`config.mk`:
```
export PLATFORM = sky130hd
export DESIGN_NAME = nlri_prefix_label_parser_core_flat
export DESIGN_NICKNAME = d
export VERILOG_FILES = /design/src/hw/rtl/nlpp_pkg.sv /design/src/hw/rtl/nlpp_if.sv /design/src/hw/rtl/nlri_prefix_label_parser_core.sv /design/src/hw/rtl/nlpp_parser.sv /design/src/flat_wrapper.sv
export VERILOG_INCLUDE_DIRS = /design/src /design/src/hw/rtl
export SDC_FILE = /design/constraint.sdc
export NUM_CORES = 1
export LEC_CHECK = 0
export BUFFER_PORTS_ARGS = -buffer_cell sky130_fd_sc_hd__buf_2
export CAP_MARGIN = 20
export CORE_ASPECT_RATIO = 0.9
export CORE_MARGIN = 2
export CORE_UTILIZATION = 55
export DETAILED_ROUTE_END_ITERATION = 7
export GPL_TIMING_DRIVEN = 0
export PLACE_DENSITY = 0.77
export SYNTH_ARGS = -nofsm -noshare
export SYNTH_HDL_FRONTEND = slang
export SYNTH_SLANG_ARGS = --single-unit
```
`constraint.sdc`:
```
create_clock -name i_clk -period 25.1 [get_ports i_clk]
set_clock_uncertainty 0.1 [all_clocks]
set_input_delay 2.51 -clock i_clk [delete_from_list [all_inputs] [get_ports i_clk]]
set_output_delay 2.51 -clock i_clk [all_outputs]
set_load 0.05 [all_outputs]
```
`src/hw/rtl/nlri_prefix_label_parser_core_assert.svh`:
```
// ----------------------------------------------------------------------------
// NLRI parser assertion macros
// Shorthand for clocked, reset-qualified concurrent assertions.
// ----------------------------------------------------------------------------
`ifndef NLRI_PREFIX_LABEL_PARSER_CORE_ASSERT_SVH
`define NLRI_PREFIX_LABEL_PARSER_CORE_ASSERT_SVH

// same-cycle implication
`define NLPP_ASSERT_IMP(label, clk, rst_n, ante, cons, msg) \
    label: assert property (@(posedge clk) disable iff (!rst_n) (ante) |-> (cons)) \
        else $error(msg);

// next-cycle implication
`define NLPP_ASSERT_NXT(label, clk, rst_n, ante, cons, msg) \
    label: assert property (@(posedge clk) disable iff (!rst_n) (ante) |=> (cons)) \
        else $error(msg);

`endif

```
`src/hw/rtl/nlpp_pkg.sv`:
```
// ----------------------------------------------------------------------------
// NLRI parser package
// Shared types, phase codes and constants of the NLRI prefix/label parser.
// ----------------------------------------------------------------------------
package nlpp_pkg;

    localparam int CFG_IDX_W  = 2;
    localparam int CFG_DATA_W = 1;

    localparam logic [CFG_IDX_W-1:0] CFG_AFI_IPV6      = 2'd0;
    localparam logic [CFG_IDX_W-1:0] CFG_LABELED_MODE  = 2'd1;
    localparam logic [CFG_IDX_W-1:0] CFG_WITHDRAW_MODE = 2'd2;

    localparam logic [1:0] PH_LENGTH = 2'd0;
    localparam logic [1:0] PH_LABEL  = 2'd1;
    localparam logic [1:0] PH_PREFIX = 2'd2;

    localparam logic [7:0]  LABEL_BITS   = 8'd24;
    localparam logic [7:0]  MAX_BITS_V4  = 8'd32;
    localparam logic [7:0]  MAX_BITS_V6  = 8'd128;
    localparam logic [23:0] LABEL_WDRAW  = 24'h800000;
    localparam logic [4:0]  LABEL_BYTES  = 5'd3;

    typedef struct packed {
        logic afi_ipv6;
        logic labeled_mode;
        logic withdraw_mode;
    } t_cfg;

    typedef struct packed {
        logic [1:0] phase;
        logic       err;
    } t_status;

    typedef struct packed {
        logic        route_valid;
        logic [63:0] prefix_high;
        logic [63:0] prefix_low;
        logic [7:0]  prefix_length;
        logic [19:0] route_label;
        logic        section_end;
        logic        malformed;
    } t_result;

endpackage

```
`src/hw/rtl/nlpp_if.sv`:
```
// ----------------------------------------------------------------------------
// NLRI parser stream interfaces
// Valid/ready channels for section bytes in and parsed routes out.
// ----------------------------------------------------------------------------
interface nlpp_in_if;
    logic       valid;
    logic       ready;
    logic [7:0] data_byte;
    logic       last_byte;

    modport source (output valid, output data_byte, output last_byte, input ready);
    modport sink   (input valid, input data_byte, input last_byte, output ready);
endinterface

interface nlpp_out_if;
    logic        valid;
    logic        ready;
    logic        route_valid;
    logic [63:0] prefix_high;
    logic [63:0] prefix_low;
    logic [7:0]  prefix_length;
    logic [19:0] route_label;
    logic        section_end;
    logic        malformed;

    modport source (output valid, output route_valid, output prefix_high,
                    output prefix_low, output prefix_length, output route_label,
                    output section_end, output malformed, input ready);
    modport sink   (input valid, input route_valid, input prefix_high,
                    input prefix_low, input prefix_length, input route_label,
                    input section_end, input malformed, output ready);
endinterface

```
`src/hw/rtl/nlri_prefix_label_parser_core.sv`:
```
// ----------------------------------------------------------------------------
// NLRI prefix/label parser core
// Output: a result is registered and is on the output in the cycle after the byte's transfer.
// Throughput: one byte per cycle; input stalls only while a held result is not taken.
// Reset: synchronous, active low; clears parse state, error, config, output valid.
// ----------------------------------------------------------------------------
`include "nlri_prefix_label_parser_core_assert.svh"

module nlri_prefix_label_parser_core
    import nlpp_pkg::*;
(
    input  logic                  i_clk,
    input  logic                  i_rst_n,
    input  logic                  i_cfg_we,
    input  logic [CFG_IDX_W-1:0]  i_cfg_idx,
    input  logic [CFG_DATA_W-1:0] i_cfg_wdata,
    nlpp_in_if.sink               i_in,
    nlpp_out_if.source            o_out
);

    t_cfg    r_cfg;
    logic    r_out_valid;
    t_result r_out;
    logic    w_accept;
    logic    w_emit;
    t_result w_result;
    t_status w_status;

    assign i_in.ready = !r_out_valid || o_out.ready;
    assign w_accept   = i_in.valid && i_in.ready;

    always_ff @(posedge i_clk) begin
        if (!i_rst_n) begin
            r_cfg <= '0;
        end else if (i_cfg_we) begin
            case (i_cfg_idx)
                CFG_AFI_IPV6:      r_cfg.afi_ipv6      <= i_cfg_wdata[0];
                CFG_LABELED_MODE:  r_cfg.labeled_mode  <= i_cfg_wdata[0];
                CFG_WITHDRAW_MODE: r_cfg.withdraw_mode <= i_cfg_wdata[0];
                default: begin
                end
            endcase
        end
    end

    nlpp_parser u_parser (
        .i_clk       (i_clk),
        .i_rst_n     (i_rst_n),
        .i_accept    (w_accept),
        .i_data_byte (i_in.data_byte),
        .i_last_byte (i_in.last_byte),
        .i_cfg       (r_cfg),
        .o_emit      (w_emit),
        .o_result    (w_result),
        .o_status    (w_status)
    );

    always_ff @(posedge i_clk) begin
        if (!i_rst_n) begin
            r_out_valid <= 1'b0;
        end else if (w_accept && w_emit) begin
            r_out_valid <= 1'b1;
        end else if (o_out.ready) begin
            r_out_valid <= 1'b0;
        end
    end

    always_ff @(posedge i_clk) begin
        if (w_accept && w_emit) begin
            r_out <= w_result;
        end
    end

    assign o_out.valid         = r_out_valid;
    assign o_out.route_valid   = r_out.route_valid;
    assign o_out.prefix_high   = r_out.prefix_high;
    assign o_out.prefix_low    = r_out.prefix_low;
    assign o_out.prefix_length = r_out.prefix_length;
    assign o_out.route_label   = r_out.route_label;
    assign o_out.section_end   = r_out.section_end;
    assign o_out.malformed     = r_out.malformed;

    // assertions
    `NLPP_ASSERT_IMP(a_ready_when_empty, i_clk, i_rst_n, !r_out_valid, i_in.ready,
                     "input stalled with empty output")
    `NLPP_ASSERT_NXT(a_last_gives_end, i_clk, i_rst_n,
                     i_rst_n && w_accept && i_in.last_byte,
                     o_out.valid && o_out.section_end,
                     "last byte gave no section end")
    `NLPP_ASSERT_NXT(a_last_clears, i_clk, i_rst_n,
                     i_rst_n && w_accept && i_in.last_byte,
                     w_status.phase == PH_LENGTH && !w_status.err,
                     "parse state not cleared after last byte")

endmodule

```
`src/hw/rtl/nlpp_parser.sv`:
```
// ----------------------------------------------------------------------------
// NLRI parser state machine
// Per-byte parse state update and route result formation.
// ----------------------------------------------------------------------------
module nlpp_parser
    import nlpp_pkg::*;
(
    input  logic       i_clk,
    input  logic       i_rst_n,
    input  logic       i_accept,
    input  logic [7:0] i_data_byte,
    input  logic       i_last_byte,
    input  t_cfg       i_cfg,
    output logic       o_emit,
    output t_result    o_result,
    output t_status    o_status
);

    logic [1:0]   r_phase,  n_phase;
    logic [7:0]   r_bits,   n_bits;
    logic [4:0]   r_cnt,    n_cnt;
    logic [23:0]  r_acc,    n_acc;
    logic         r_first,  n_first;
    logic [19:0]  r_kept,   n_kept;
    logic [127:0] r_prefix, n_prefix;
    logic         r_err,    n_err;

    logic         route;
    logic         bp_req;
    logic [7:0]   bp_bits;
    logic [7:0]   fam_max;
    logic [23:0]  acc_new;
    logic [5:0]   cnt_inc;
    logic [5:0]   nbytes;
    logic [8:0]   bits_round;
    logic [127:0] mask;
    logic [127:0] masked;

    assign fam_max    = i_cfg.afi_ipv6 ? MAX_BITS_V6 : MAX_BITS_V4;
    assign acc_new    = {r_acc[15:0], i_data_byte};
    assign cnt_inc    = {1'b0, r_cnt} + 6'd1;
    assign bits_round = {1'b0, r_bits} + 9'd7;
    assign nbytes     = bits_round[8:3];

    always_comb begin
        n_phase  = r_phase;
        n_bits   = r_bits;
        n_cnt    = r_cnt;
        n_acc    = r_acc;
        n_first  = r_first;
        n_kept   = r_kept;
        n_prefix = r_prefix;
        n_err    = r_err;
        route    = 1'b0;
        bp_req   = 1'b0;
        bp_bits  = r_bits;
        o_result = '0;

        if (!r_err) begin
            case (r_phase)
                PH_LENGTH: begin
                    n_bits   = i_data_byte;
                    n_cnt    = '0;
                    n_acc    = '0;
                    n_first  = 1'b0;
                    n_kept   = '0;
                    n_prefix = '0;
                    if (i_cfg.labeled_mode) begin
                        if (i_data_byte < LABEL_BITS) begin
                            n_err = 1'b1;
                        end else begin
                            n_phase = PH_LABEL;
                        end
                    end else begin
                        bp_req  = 1'b1;
                        bp_bits = i_data_byte;
                    end
                end
                PH_LABEL: begin
                    if (cnt_inc >= {1'b0, LABEL_BYTES}) begin
                        n_cnt   = '0;
                        n_acc   = '0;
                        bp_bits = r_bits - LABEL_BITS;
                        n_bits  = bp_bits;
                        if (!r_first) begin
                            n_kept  = acc_new[23:4];
                            n_first = 1'b1;
                        end
                        if (i_cfg.withdraw_mode || acc_new[0] || acc_new == LABEL_WDRAW) begin
                            bp_req = 1'b1;
                        end else if (bp_bits < LABEL_BITS) begin
                            n_err = 1'b1;
                        end
                    end else begin
                        n_acc = acc_new;
                        n_cnt = cnt_inc[4:0];
                    end
                end
                PH_PREFIX: begin
                    n_prefix = r_prefix | (128'(i_data_byte) << {~r_cnt[3:0], 3'b000});
                    if (cnt_inc >= nbytes) begin
                        n_cnt   = '0;
                        n_phase = PH_LENGTH;
                        route   = 1'b1;
                    end else begin
                        n_cnt = cnt_inc[4:0];
                    end
                end
                default: begin
                    n_phase = PH_LENGTH;
                end
            endcase
        end

        // labels done or unlabeled length byte: check the prefix length
        if (bp_req) begin
            if (bp_bits > fam_max) begin
                n_err = 1'b1;
            end else begin
                n_cnt = '0;
                if (bp_bits == 8'd0) begin
                    n_phase = PH_LENGTH;
                    route   = 1'b1;
                end else begin
                    n_phase = PH_PREFIX;
                end
            end
        end

        mask   = ~({128{1'b1}} >> n_bits);
        masked = n_prefix & mask;

        if (route) begin
            o_result.route_valid   = 1'b1;
            o_result.prefix_high   = masked[127:64];
            o_result.prefix_low    = masked[63:0];
            o_result.prefix_length = n_bits;
            o_result.route_label   = n_kept;
        end

        if (i_last_byte) begin
            o_result.section_end = 1'b1;
            o_result.malformed   = n_err || (n_phase != PH_LENGTH);
            n_phase  = PH_LENGTH;
            n_bits   = '0;
            n_cnt    = '0;
            n_acc    = '0;
            n_first  = 1'b0;
            n_kept   = '0;
            n_prefix = '0;
            n_err    = 1'b0;
        end
    end

    assign o_emit   = route || i_last_byte;
    assign o_status = '{phase: r_phase, err: r_err};

    always_ff @(posedge i_clk) begin
        if (!i_rst_n) begin
            r_phase  <= PH_LENGTH;
            r_bits   <= '0;
            r_cnt    <= '0;
            r_acc    <= '0;
            r_first  <= 1'b0;
            r_kept   <= '0;
            r_prefix <= '0;
            r_err    <= 1'b0;
        end else if (i_accept) begin
            r_phase  <= n_phase;
            r_bits   <= n_bits;
            r_cnt    <= n_cnt;
            r_acc    <= n_acc;
            r_first  <= n_first;
            r_kept   <= n_kept;
            r_prefix <= n_prefix;
            r_err    <= n_err;
        end
    end

endmodule
```
`src/flat_wrapper.sv`:
```
// flat-port wrapper written by rule: the top's interface ports become plain ports
module nlri_prefix_label_parser_core_flat import nlpp_pkg::*;
  (i_clk, i_rst_n, i_cfg_we, i_cfg_idx, i_cfg_wdata, i_in_valid, i_in_data_byte, i_in_last_byte, i_in_ready, o_out_valid, o_out_route_valid, o_out_prefix_high, o_out_prefix_low, o_out_prefix_length, o_out_route_label, o_out_section_end, o_out_malformed, o_out_ready);
  nlpp_in_if i_in_i ();
  nlpp_out_if o_out_i ();
  input  logic i_clk;
  input  logic i_rst_n;
  input  logic i_cfg_we;
  input  logic [CFG_IDX_W-1:0] i_cfg_idx;
  input  logic [CFG_DATA_W-1:0] i_cfg_wdata;
  input wire logic [$bits(i_in_i.valid)-1:0] i_in_valid;
  input wire logic [$bits(i_in_i.data_byte)-1:0] i_in_data_byte;
  input wire logic [$bits(i_in_i.last_byte)-1:0] i_in_last_byte;
  output wire logic [$bits(i_in_i.ready)-1:0] i_in_ready;
  output wire logic [$bits(o_out_i.valid)-1:0] o_out_valid;
  output wire logic [$bits(o_out_i.route_valid)-1:0] o_out_route_valid;
  output wire logic [$bits(o_out_i.prefix_high)-1:0] o_out_prefix_high;
  output wire logic [$bits(o_out_i.prefix_low)-1:0] o_out_prefix_low;
  output wire logic [$bits(o_out_i.prefix_length)-1:0] o_out_prefix_length;
  output wire logic [$bits(o_out_i.route_label)-1:0] o_out_route_label;
  output wire logic [$bits(o_out_i.section_end)-1:0] o_out_section_end;
  output wire logic [$bits(o_out_i.malformed)-1:0] o_out_malformed;
  input wire logic [$bits(o_out_i.ready)-1:0] o_out_ready;
  assign i_in_i.valid = i_in_valid;
  assign i_in_i.data_byte = i_in_data_byte;
  assign i_in_i.last_byte = i_in_last_byte;
  assign i_in_ready = i_in_i.ready;
  assign o_out_valid = o_out_i.valid;
  assign o_out_route_valid = o_out_i.route_valid;
  assign o_out_prefix_high = o_out_i.prefix_high;
  assign o_out_prefix_low = o_out_i.prefix_low;
  assign o_out_prefix_length = o_out_i.prefix_length;
  assign o_out_route_label = o_out_i.route_label;
  assign o_out_section_end = o_out_i.section_end;
  assign o_out_malformed = o_out_i.malformed;
  assign o_out_i.ready = o_out_ready;
  nlri_prefix_label_parser_core u_core (.i_clk(i_clk), .i_rst_n(i_rst_n), .i_cfg_we(i_cfg_we), .i_cfg_idx(i_cfg_idx), .i_cfg_wdata(i_cfg_wdata), .i_in(i_in_i), .o_out(o_out_i));
endmodule
```
# Word level (Yosys, flattened, before mapping)
# Cells that the tools add are included.
[classes]
shift = 2
mux = 65
n_eq_ne = 7
bitwise_logic = 4
n_addsub = 3
n_div = 0
multipliers = 0
reduce_logical = 19
order_cmp = 5
[op_table]
columns = ["op", "n"]
rows = [
  ["$mux W128", 2],
  ["$pmux W128 S2", 1],
  ["$mux W157", 1],
  ["$and A128 B128 Y128", 1],
  ["$not A128 Y128", 1],
  ["$or A128 B128 Y128", 1],
  ["$shl A8 B7 Y128", 1],
  ["$shr A128 B8 Y128 const A", 1],
  ["$mux W20", 4],
  ["$mux W16", 3],
  ["$mux W8", 6],
  ["$pmux W20 S2", 1],
  ["$pmux W16 S2", 1],
  ["$pmux W8 S2", 2],
  ["$mux W5", 6],
  ["$eq A24 B24 Y1 const B", 1],
  ["$mux W1", 24],
  ["$mux W2", 9],
  ["$lt A8 B5 Y1 const B", 2],
  ["$pmux W5 S3", 1],
  ["$add A8 B3 Y9 const B", 1],
  ["$gt A8 B8 Y1", 1],
  ["$logic_not A8 Y1", 1],
  ["$sub A8 B5 Y8 const B", 1],
  ["19 further kinds", 32],
]
[totals]
register_bits = 344
rom_bits = 0
mem_bits_rw = 0
word_cells = 124
latch_bits = 0
n_memories = 0
in_bits = 17
output_inout_bits = 161

# Longest topological paths before layout
# Gate-level depths: netlist of the first run.
[logic_depth]
depth_word = 12
ltp_mapped = 19
mapped_depth_nobuf = 14

# Hierarchy
# From an unflattened synthesis of the first run, not the netlist that was laid out.
[unflattened]
hier_cells = 1827
hier_area_um2 = 16339.4
[modules_own_cells]
columns = ["module", "area_each_um2", "instances", "seq_area_each_um2", "cells_per_inst"]
rows = [
  ["nlpp_parser", 11374.7, 1, 3623.5, 1649],
  ["nlri_prefix_label_parser_core", 4964.8, 1, 4854.7, 178],
]

# Worst setup path after synthesis of the first run
# No wires, ideal clock.
[synth_path]
kind = "in2reg"
from = "input port i_in_data_byte[7]"
to = "register u_core.r_out, in the netlist u_core.o_out.malformed (enable)"
required_time_ps = 24270
arrival_time_ps = 12551
setup_time_ps = 730
slack_ps = 11719
cell_stages = 14
path_buffers = 4
path_cell_list = "clkbuf_1 -> and2_1 -> a311o_1 -> ha_1 -> nor2_1 -> and4b_1 -> a31oi_1 -> o211ai_1 -> a211o_1 -> o21a_1 -> buf_2 -> buf_6 -> buf_2 -> a21oi_1"
[synth_between]
elab_chain_cells = 9
elab_cells_between_ends = 16
classes_between = "order compare (1); eq/ne (1); mux (10); reduce/logical (4)"
[synth_rtl]
columns = ["element", "line", "rtl"]
rows = [
  ["start: declaration", "flat_wrapper.sv:12", "input wire logic [$bits(i_in_i.data_byte)-1:0] i_in_data_byte;"],
  ["branches (longest 6 deep; another with $gt A8 B8 Y1)", "--", ""],
  ["$mux W1 *", "nlpp_parser.sv:116", "if (bp_req) begin"],
  ["$logic_or A1 B1 Y1 *", "nlpp_parser.sv:155", "assign o_emit = route || i_last_byte;"],
  ["$logic_and A1 B1 Y1 *", "nlri_prefix_label_parser_core.sv:69", "if (w_accept && w_emit) begin"],
  ["end signal: assignment", "nlri_prefix_label_parser_core.sv:70", "r_out <= w_result;"],
  ["end: declaration", "nlri_prefix_label_parser_core.sv:23", "t_result r_out;"],
]
# Mark *: on every way between the ends.
# A chain may end at the register's enable or synchronous reset.

# Final worst setup path of the first run
[layout_path]
from = "register u_core.u_parser.r_cnt[0]"
to = "register u_core.r_out, in the netlist u_core.o_out.prefix_low[43] (enable)"
[layout_between]
elab_chain_cells = 11
elab_cells_between_ends = 19
classes_between = "add/sub (1); order compare (3); mux (12); reduce/logical (3)"
[layout_rtl]
columns = ["element", "line", "rtl"]
rows = [
  ["start: declaration", "nlpp_parser.sv:21", "logic [4:0] r_cnt, n_cnt;"],
  ["start signal: assignment", "nlpp_parser.sv:171", "r_cnt <= n_cnt;"],
  ["$add A5 B1 Y6 *", "nlpp_parser.sv:41", "assign cnt_inc = {1'b0, r_cnt} + 6'd1;"],
  ["branches (longest 7 deep; another with $gt A8 B8 Y1)", "--", ""],
  ["$mux W1 *", "nlpp_parser.sv:116", ""],
  ["$logic_or A1 B1 Y1 *", "nlpp_parser.sv:155", ""],
  ["$logic_and A1 B1 Y1 *", "nlri_prefix_label_parser_core.sv:69", ""],
]
# Marks and branches as above.

==> results of run 1 <==
-- layout make-up --
type	count	area, um^2
Clock inverter	19	194
Sequential cell	344	8480
Buffer	180	790
Timing Repair Buffer	185	1030
Antenna cell	2	5.00
Fill cell	2539	10900
Clock buffer	47	985
Inverter	18	67.6
Multi-Input combinational cell	1222	7700
Tap cell	409	512
-- layer usage --
metal | vias to the layer above | track usage, %
met4 | 0 | 17.7
met5 | - | 0
met2 | 1199 | 53.0
li1 | 6975 | -
met1 | 7584 | 52.9
met3 | 222 | 9.27
-- registers in the layout (all words and copies together) (netlist names), 2 cells and up --
register	count
u_core.u_parser.r_cnt	5
u_core.o_out.prefix_low	64
u_core.r_cfg	3
u_core.u_parser.r_phase	2
u_core.u_parser.r_bits	8
u_core.u_parser.r_prefix	128
u_core.o_out.prefix_length	8
u_core.u_parser.r_acc	16
u_core.o_out.prefix_high	64
u_core.o_out.route_label	20
u_core.u_parser.r_kept	20
-- per-stage QoR --
stage,power [mW],area [um^2]
2_1_floorplan,0.782,17000
3_3_place_gp,0.859,18400
3_5_place_dp,0.860,18600
4_1_cts,1.39,19700
5_1_grt,1.43,19800
6_report,1.40,19800
-- Yosys cell counts, types with 15 or more instances --
master / instances / area (um^2)
sky130_fd_sc_hd__nor2b_1: 175 / 1090
sky130_fd_sc_hd__edfxtp_1: 159 / 4770
sky130_fd_sc_hd__nor4_1: 36 / 225
sky130_fd_sc_hd__o21ai_0: 30 / 150
sky130_fd_sc_hd__dfxtp_1: 185 / 3700
sky130_fd_sc_hd__nand2_1: 53 / 199
sky130_fd_sc_hd__nor3_1: 133 / 666
sky130_fd_sc_hd__a22oi_1: 84 / 631
sky130_fd_sc_hd__nor2_1: 114 / 428
sky130_fd_sc_hd__a2bb2oi_1: 16 / 140
sky130_fd_sc_hd__buf_2: 25 / 125
sky130_fd_sc_hd__inv_1: 15 / 56.3
sky130_fd_sc_hd__clkbuf_1: 126 / 473
sky130_fd_sc_hd__nand3_1: 24 / 120
sky130_fd_sc_hd__a21oi_1: 283 / 1420
sky130_fd_sc_hd__nor4_2: 70 / 876
sky130_fd_sc_hd__a31oi_1: 18 / 113
-- cell usage in the layout, fill, tap and decap left out, drive strengths merged, types with 6 or more instances in the layout --
cell / synthesis / layout
a21oi: 285 / 285
buf: 45 / 228
dfxtp: 185 / 185
clkbuf: 135 / 184
nor2b: 175 / 175
edfxtp: 159 / 159
nor3: 135 / 135
nor2: 116 / 116
nor4: 107 / 107
a22oi: 84 / 84
nand2: 53 / 53
o21ai: 36 / 36
nand3: 24 / 24
inv: 18 / 20
a31oi: 18 / 18
a2bb2oi: 16 / 16
a2111oi: 14 / 14
o211ai: 13 / 13
and2: 13 / 13
clkinv: 0 / 13
a21o: 12 / 12
ha: 11 / 11
mux2i: 8 / 8
nand4: 8 / 8
a211oi: 8 / 8
xnor2: 7 / 7
nand2b: 6 / 6
-- cells by family (layout without fill, tap and decap cells) --
group | Yosys count | in the layout | share of synthesized area (%)
XOR/XNOR | 10 | 10 | 0.514
AND/OR/NAND/NOR | 672 | 672 | 24.2
flip-flops | 344 | 344 | 49.8
other | 0 | 2 | 0
AO/OA/AOI/OAI | 518 | 518 | 19.0
buffers and inverters | 198 | 449 | 5.03
multiplexers | 11 | 11 | 0.669
adder cells (fa/ha/maj) | 11 | 11 | 0.808
-- final timing paths --
kind,end,slack (ns),cells after the start
max,u_core.o_out.prefix_low[43]$_SDFFCE_PN0P_,17.75,22
min,u_core.u_parser.r_prefix[30]$_SDFFE_PN0P_,0.37,2
max reg2reg,u_core.o_out.prefix_low[43]$_SDFFCE_PN0P_,17.75,22
min reg2reg,u_core.u_parser.r_prefix[30]$_SDFFE_PN0P_,0.37,2
-- power breakdown --
part | total [mW] | internal, mW | switching, mW
clock | 0.538 | 0.311 | 0.227
combinational | 0.258 | 0.0538 | 0.204
sequential | 0.603 | 0.599 | 0.00420
total | 1.40 | 0.964 | 0.436
-- worst reg2reg max path, stage by stage, from the launching register on --
cell	delay, ns
sky130_fd_sc_hd__dfxtp_1	0.56
sky130_fd_sc_hd__clkbuf_1	0.35
sky130_fd_sc_hd__clkbuf_1	0.48
sky130_fd_sc_hd__inv_1	0.27
sky130_fd_sc_hd__ha_1	0.29
sky130_fd_sc_hd__nor3_2	0.60
sky130_fd_sc_hd__a2111oi_2	0.23
sky130_fd_sc_hd__a311o_1	0.41
sky130_fd_sc_hd__ha_1	0.32
sky130_fd_sc_hd__nor2_1	0.17
sky130_fd_sc_hd__and4b_1	0.22
sky130_fd_sc_hd__a31oi_1	0.14
sky130_fd_sc_hd__o211ai_1	0.15
sky130_fd_sc_hd__a211o_1	0.37
sky130_fd_sc_hd__o21a_1	0.18
sky130_fd_sc_hd__buf_2	0.22
sky130_fd_sc_hd__buf_6	0.22
sky130_fd_sc_hd__buf_2	0.24
sky130_fd_sc_hd__a21oi_4	0.56
sky130_fd_sc_hd__buf_16	0.23
sky130_fd_sc_hd__buf_12	0.22
sky130_fd_sc_hd__buf_12	0.23
sky130_fd_sc_hd__buf_12	0.26
==> results summary, run 1 <==
The cell count after placement is ~2400. The count of cells in the finished layout, fillers not included, comes to between 2000 and 2500. For the pin with the worst max-slew slack, the measured transition is between 1 and 1.5 ns. The area growth from synthesis to layout is 16.1%.

The startpoint identified for the worst hold timing path is u_core.u_parser.r_prefix[30]$_SDFFE_PN0P_. After the first detailed-routing iteration, the DRC count stood at roughly 2200. The worst IR drop on VDD is slightly below 60 uV. The number of nets still failing antenna checks after routing is 0. The synthesized area came out at 17000 um^2. The worst register-to-register path begins at u_core.u_parser.r_cnt[0]$_SDFFE_PN0P_. The power per standard cell area is just over 70 nW/um^2. The post-detailed-route via-to-cell ratio is around 6.6. The critical path startpoint category is a register.

Buffers inserted to repair hold after CTS numbered 0. The number of slew-limit violations in the final report came to 0. Setup violations remaining at the end of the flow were counted as 0. The type of element capturing the critical path is a register. The detailed-placement wirelength estimate is approximately 43000 um. The length of the first detailed-routing pass in iterations came out at 6. The row count is 61.

The synthesis warning total is 0. The number of different library cells in the post-synthesis netlist came out at 78. The count of flip-flops with a built-in enable after synthesis is 159.

The final period utilization came out at approximately 29%. The most used flip-flop cell after synthesis is sky130_fd_sc_hd__dfxtp_1. The fraction of final layout cells with drive strength greater than 1 is between 10% and 20%. The flow ran to the end, and the final reports show no timing, DRC or antenna violations. The total length of routed met3 wires is 8240 um. The critical path buffer and inverter count came out at 10. After clock tree synthesis, the clock-pin slew on the worst setup and hold paths is about 0.06 ns. The largest driver fanout on the critical path came out at 34. The hold violation count in the final report is 0. TritonCTS created 36 clock buffers. The achievable clock frequency came out at between 100 and 150 MHz. For this design the top-level I/O count stands at around 180. The cell count after synthesis came out at 1764. CTS saw around 340 sinks.

The horizontal die dimension is approximately 190 um. The core region is between 30000 and 40000 um^2. The count of input and output buffers came out at 173.

In the global route stage, overall resource usage came out at 37.2%. In the routed design, unresolved DRC markers number 0. Subtracting the final worst setup slack from the clock period gives between 7 and 8 ns.

The CTS tree is built. The initial antenna violation count is 3. For the worst setup path, the data arrival time is roughly 7.5 ns. The area enclosed by the die boundary is roughly 32000 um^2. The highest routed metal layer is met4. In the synthesized netlist the async set-or-reset flop fraction comes to 0%. The largest single stage delay on the critical path is 0.60 ns. After routing, the total negative slack on setup checks comes to 0 ns.

The CTS H-tree depth is 2. The routed wire length came out at approximately 62000 um. Among the stages of the critical path, the cell type that occurs most often is sky130_fd_sc_hd__buf_12.

The synthesized netlist net count is 1792. The post-CTS resize count is 0. The detailed router put a total of between 20000 and 25000 um of wire on met1. The worst endpoint required time came out at ~25 ns.

The placer's final routability congestion estimate is approximately 1. Setup repair after global routing left no endpoint under its margin. The worst setup timing slack at the placement stage came out at about 18 ns.

In the final design database the tool counted ~2000 nets. Measured along the y axis, the die boundary spans 171 um. The synthesized design contains roughly 340 register bits. Max-cap violations in this run came to 0.

The slack of the critical path came out at about 18 ns. The kind of cell with the highest combined delay on the critical path is buffers and inverters. The longest clock path from root to sink contains 3 buffers. For this run, the share of the core covered by cells in the final layout is ~64%. The global-route congestion overflow total is 0. The min-delay analysis places its worst path in the category reg2reg. The leakage power came out at about 6.4 nW. Summing the sequential cell areas from Yosys gives approximately half of the chip area. Entering global routing, the biggest net connects 35 pins. Once the floorplan was initialized, standard cells occupied 55.5% of the core. The mean area per synthesized cell came out at ~9.7 um^2. The routed length per instance came out at approximately 25 um.

The number of global-route vias before repair came out at between 10000 and 15000. The first-pass GRT wire length is around 91000 um. The later pin in the worst-skew pair is clocked with a latency of between 0.5 and 0.6 ns. The slowest stage of the critical path belongs to the cell sky130_fd_sc_hd__nor3_2. The final hold slack is 0.370 ns.

The tree is rooted in a sky130_fd_sc_hd__clkbuf_16. The path type of the worst setup path is reg2reg. The post-CTS setup buffer count came out at 0. The worst pin sits at a relative slew slack of between 20% and 30%. Walking the worst path, the cells encountered are clkbuf_1 > clkbuf_1 > inv_1 > ha_1 > nor3_2 > a2111oi_2 > a311o_1 > ha_1 > nor2_1 > and4b_1 > a31oi_1 > o211ai_1 > a211o_1 > o21a_1 > buf_2 > buf_6 > buf_2 > a21oi_4 > buf_16 > buf_12 > buf_12 > buf_12.

In this run the worst setup path begins at u_core.u_parser.r_cnt[0]$_SDFFE_PN0P_. The routed layout has between 15000 and 20000 vias. The sum of met2 wire segment lengths after detailed routing came out at 25400 um.
No activity file was read; power rests on OpenSTA's default activity.
==> run 2: changes to the inputs <==
- clock period: 25.1 -> 7.66 ns (I/O delays scaled with it)
==> run 2 against run 1 <==
Net effect:
- global-route usage is 0.33 points lower
- count of clock-buffer cells in the layout up 1
- critical path type unchanged
- critical path depth did not move
- setup slack got worse by 17 ns
- final cell count fell by 0.25%
- non-clock buffer count decreased by 4
- combinational power rose to 3.2 times the previous value
- clock power increased to 3.3 times the previous value
==> results summary, run 2 (same netlist as run 1, synthesis figures left out) <==
Status: complete, no violations (unchanged). The slew at the pin with the worst max-slew slack came out at 1.27 ns (was 1.06 ns). The first-pass GRT wire length is 89900 um (was 90500 um). The area of the multi-input gates was 7700 um^2 (unchanged).

The area of placed instances came out at 18500 um^2 (was 18600 um^2). The worst max-slew margin expressed relative to the limit is 15.3% (was 29.3%). The quantity of hold-fixing buffers added after cts is 0 (unchanged). The count of input and output buffers came out at 173 (unchanged). The clock root buffer is sky130_fd_sc_hd__clkbuf_16 (unchanged). The number of flip-flops in the largest register is 128 (unchanged). The final hold slack came to 0.337 ns (was 0.370 ns). The peak per-stage delay on the critical path is 0.60 ns (about the same).

The length of the first detailed-routing pass in iterations came out at 6 (unchanged). The number of slew-limit violations in the final report came to 0 (unchanged). The post-CTS setup buffer count is 0 (unchanged). The critical path startpoint category is a register (unchanged).

The number of buffers between clock root and the deepest sink is 3 (unchanged). The DRC violation total after the first TritonRoute iteration is 2338 (was 2201). The cell at the slowest stage of the critical path is sky130_fd_sc_hd__nor3_2 (unchanged). The effective utilization at floorplan came out at 55.5% (unchanged). The type of element capturing the critical path is a register (unchanged). The placeable core region came out at 30700 um^2 (unchanged). The number of violations of the max-capacitance limit came out at 0 (unchanged).

The achievable clock frequency is 135 MHz (was 136 MHz). The commonest non-fill, non-tap cell in the layout is sky130_fd_sc_hd__a21oi_1 (unchanged). The final-layout setup total negative slack came out at 0 ns (unchanged). The antenna diode count is 0 (was 2).

The post-layout net count is 2011 (was 2015). The largest driver fanout on the critical path came out at 33 (was 34). The critical path data arrival time came out at 7.52 ns (was 7.47 ns). The hold-critical path endpoint is u_core.o_out.section_end$_DFFE_PP_ (was u_core.u_parser.r_prefix[30]$_SDFFE_PN0P_). The critical path buffer and inverter count came out at 10 (unchanged). The CTS tree is built (unchanged). The vias after detailed routing is 16029 (was 15980). The fraction of final layout cells with drive strength greater than 1 was 19.4% (about the same). The critical path startpoint was u_core.u_parser.r_cnt[0]$_SDFFE_PN0P_ (unchanged). The post-detailed-route via-to-cell ratio came out at 6.62 (was 6.59). The count of endpoints failing setup in the final report came out at 0 (unchanged). The clock period minus worst slack is 7.40 ns (was 7.35 ns).

The initial antenna violation count came to 2 (was 3). The post-CTS resize count is 0 (unchanged). The slack of the critical path was 0.257 ns (was 17.75 ns). The hold violation count in the final report came to 0 (unchanged). The placer's final routability congestion estimate came out at 1.03 (was 0.992).

Unrepaired setup endpoints after global routing: no (unchanged). The register containing the most flip-flops in the final layout is u_core.u_parser.r_prefix (unchanged). The number of cells on the worst reg-to-reg path came out at 22 (unchanged). The register-to-register setup slack came to 0.26 ns (was 17.75 ns). The area growth from synthesis to layout was 16.0% (was 16.1%).

The all-layer global routing usage was 36.9% (was 37.2%). The number of inserted filler cells in the final layout came out at 2553 (was 2539). The worst endpoint required time came out at 7.77 ns (was 25.21 ns).

The kind of cell with the highest combined delay on the critical path is buffers and inverters (unchanged). The clock buffer count from CTS is 36 (unchanged). The cell depth of the worst min-delay path is 1 (was 2). The number of nets still failing antenna checks after routing is 0 (unchanged). The source of the worst register-to-register timing path is u_core.u_parser.r_cnt[0]$_SDFFE_PN0P_ (unchanged). The number of global-route vias before repair was 14848 (was 14610). The post-route cell area came out at 19700 um^2 (was 19800 um^2).

The detailed-placement wirelength estimate came to 42800 um (was 43200 um). The number of sinks handled by clock tree synthesis came out at 344 (unchanged). The leakage power came out at 6.34 nW (was 6.36 nW). The worst reg2reg path endpoint was u_core.o_out.prefix_low[42]$_SDFFCE_PN0P_ (was u_core.o_out.prefix_low[43]$_SDFFCE_PN0P_). The CTS H-tree depth came out at 2 (unchanged). The height of the chip is 171 um (unchanged). The post-CTS clock slew at the launch and capture registers of the worst setup and hold paths is 0.06 ns (about the same). Cells along the critical path: clkbuf_1 > clkbuf_1 > inv_1 > ha_1 > nor3_2 > a2111oi_2 > a311o_1 > ha_1 > nor2_1 > and4b_1 > a31oi_1 > o211ai_1 > a211o_1 > o21a_1 > buf_2 > buf_6 > buf_2 > a21oi_4 > buf_16 > buf_12 > buf_12 > buf_12 (unchanged). The worst-skew pair later-pin latency came out at 0.53 ns (about the same).

The final period utilization came out at 96.6% (was 29.3%). The sequential cell area came out at 8480 um^2 (unchanged). The global-route congestion overflow total came out at 0 (unchanged). The core utilization of the finished layout is 64.4% (about the same). The row count was 61 (unchanged). The routed wire length is 60900 um (was 61700 um). The worst IR drop on VDD came out at 164 uV (was 59.2 uV). The total I/O pin count is 178 (unchanged).

The worst setup timing slack at the placement stage is 0.587 ns (was 17.70 ns). The power per standard cell area came out at 233 nW/um^2 (was 70.8 nW/um^2). The pin count of the biggest net entering global routing came out at 34 (was 35). The count of unresolved DRC violations after routing is 0 (unchanged). Most frequent cells in the layout: 282 x sky130_fd_sc_hd__a21oi_1, 198 x sky130_fd_sc_hd__buf_2, 185 x sky130_fd_sc_hd__dfxtp_1, 175 x sky130_fd_sc_hd__nor2b_1, 159 x sky130_fd_sc_hd__edfxtp_1 (unchanged). The area enclosed by the die boundary came to 32400 um^2 (unchanged). The worst min-delay path startpoint is i_in_last_byte (was u_core.u_parser.r_prefix[30]$_SDFFE_PN0P_). The routed length per instance came out at 25.1 um (was 25.4 um). The path type of the worst setup path was reg2reg (unchanged). The type of the tightest min-delay check is in2reg (was reg2reg). The cell repeated most along the worst path was sky130_fd_sc_hd__buf_12 (unchanged). The horizontal die dimension is 189 um (unchanged).
run 2: cell count changes in the layout (fill, tap and decap cells not counted), sizes merged:
cell,change
clkinv,-4
buf,-2
clkinvlp,+3
diode,-2
clkbuf,-1
run 2: worst register-to-register path, stage by stage (launching register included):
cell and delay, ns:
sky130_fd_sc_hd__dfxtp_1 0.55, sky130_fd_sc_hd__clkbuf_1 0.35, sky130_fd_sc_hd__clkbuf_1 0.52, sky130_fd_sc_hd__inv_1 0.29, sky130_fd_sc_hd__ha_1 0.29, sky130_fd_sc_hd__nor3_2 0.60
sky130_fd_sc_hd__a2111oi_2 0.22, sky130_fd_sc_hd__a311o_1 0.45, sky130_fd_sc_hd__ha_1 0.34, sky130_fd_sc_hd__nor2_1 0.14, sky130_fd_sc_hd__and4b_1 0.21, sky130_fd_sc_hd__a31oi_1 0.18
sky130_fd_sc_hd__o211ai_1 0.16, sky130_fd_sc_hd__a211o_1 0.35, sky130_fd_sc_hd__o21a_1 0.17, sky130_fd_sc_hd__buf_2 0.21, sky130_fd_sc_hd__buf_6 0.21, sky130_fd_sc_hd__buf_2 0.23
sky130_fd_sc_hd__a21oi_4 0.57, sky130_fd_sc_hd__buf_16 0.25, sky130_fd_sc_hd__buf_12 0.21, sky130_fd_sc_hd__buf_12 0.22, sky130_fd_sc_hd__buf_12 0.25
run 2: metal layers:
layer  up-vias  track usage [%]  wire, um
met5         -                0        25
met2      1180             52.7     24900
met4         4             19.5      3600
met1      7621             52.0     24700
met3       253             8.49      7660
li1       6971                -         -
run 2: area by class of cell:
type,instances,area share (%)
clock buffer,48,5.11
sequential,344,42.9
timing repair buffer,181,5.04
inverter,18,0.342
multi-input combinational,1222,39.0
clock inverter,18,0.982
buffer,180,4.00
tap,409,2.59
run 2: where the power goes:
group / switching, mW / internal (mW)
Clock: 0.749 / 1.04
Sequential: 0.0131 / 1.96
Combinational: 0.663 / 0.174
run 2: stage by stage:
| step | power, mW | std cells |
|---|---|---|
| floorplan | 2.55 | 1764 |
| global placement | 2.80 | 2346 |
| detailed placement | 2.81 | 2354 |
| CTS | 4.56 | 2420 |
| global route | 4.69 | 2420 |
| finish | 4.60 | 2420 |
run 2: how the worst max path moves through the flow:
stage	to	slack, ns	cells after the start
2_1_floorplan	u_core.o_out.malformed$_SDFFCE_PN0P_	0.57	18
3_3_place_gp	u_core.o_out.prefix_low[12]$_SDFFCE_PN0P_	-1.44	18
3_5_place_dp	u_core.o_out.prefix_low[12]$_SDFFCE_PN0P_	0.59	22
4_1_cts	u_core.o_out.prefix_low[52]$_SDFFCE_PN0P_	0.53	22
5_1_grt	u_core.o_out.prefix_low[37]$_SDFFCE_PN0P_	0.01	22
6_report	u_core.o_out.prefix_low[42]$_SDFFCE_PN0P_	0.26	22
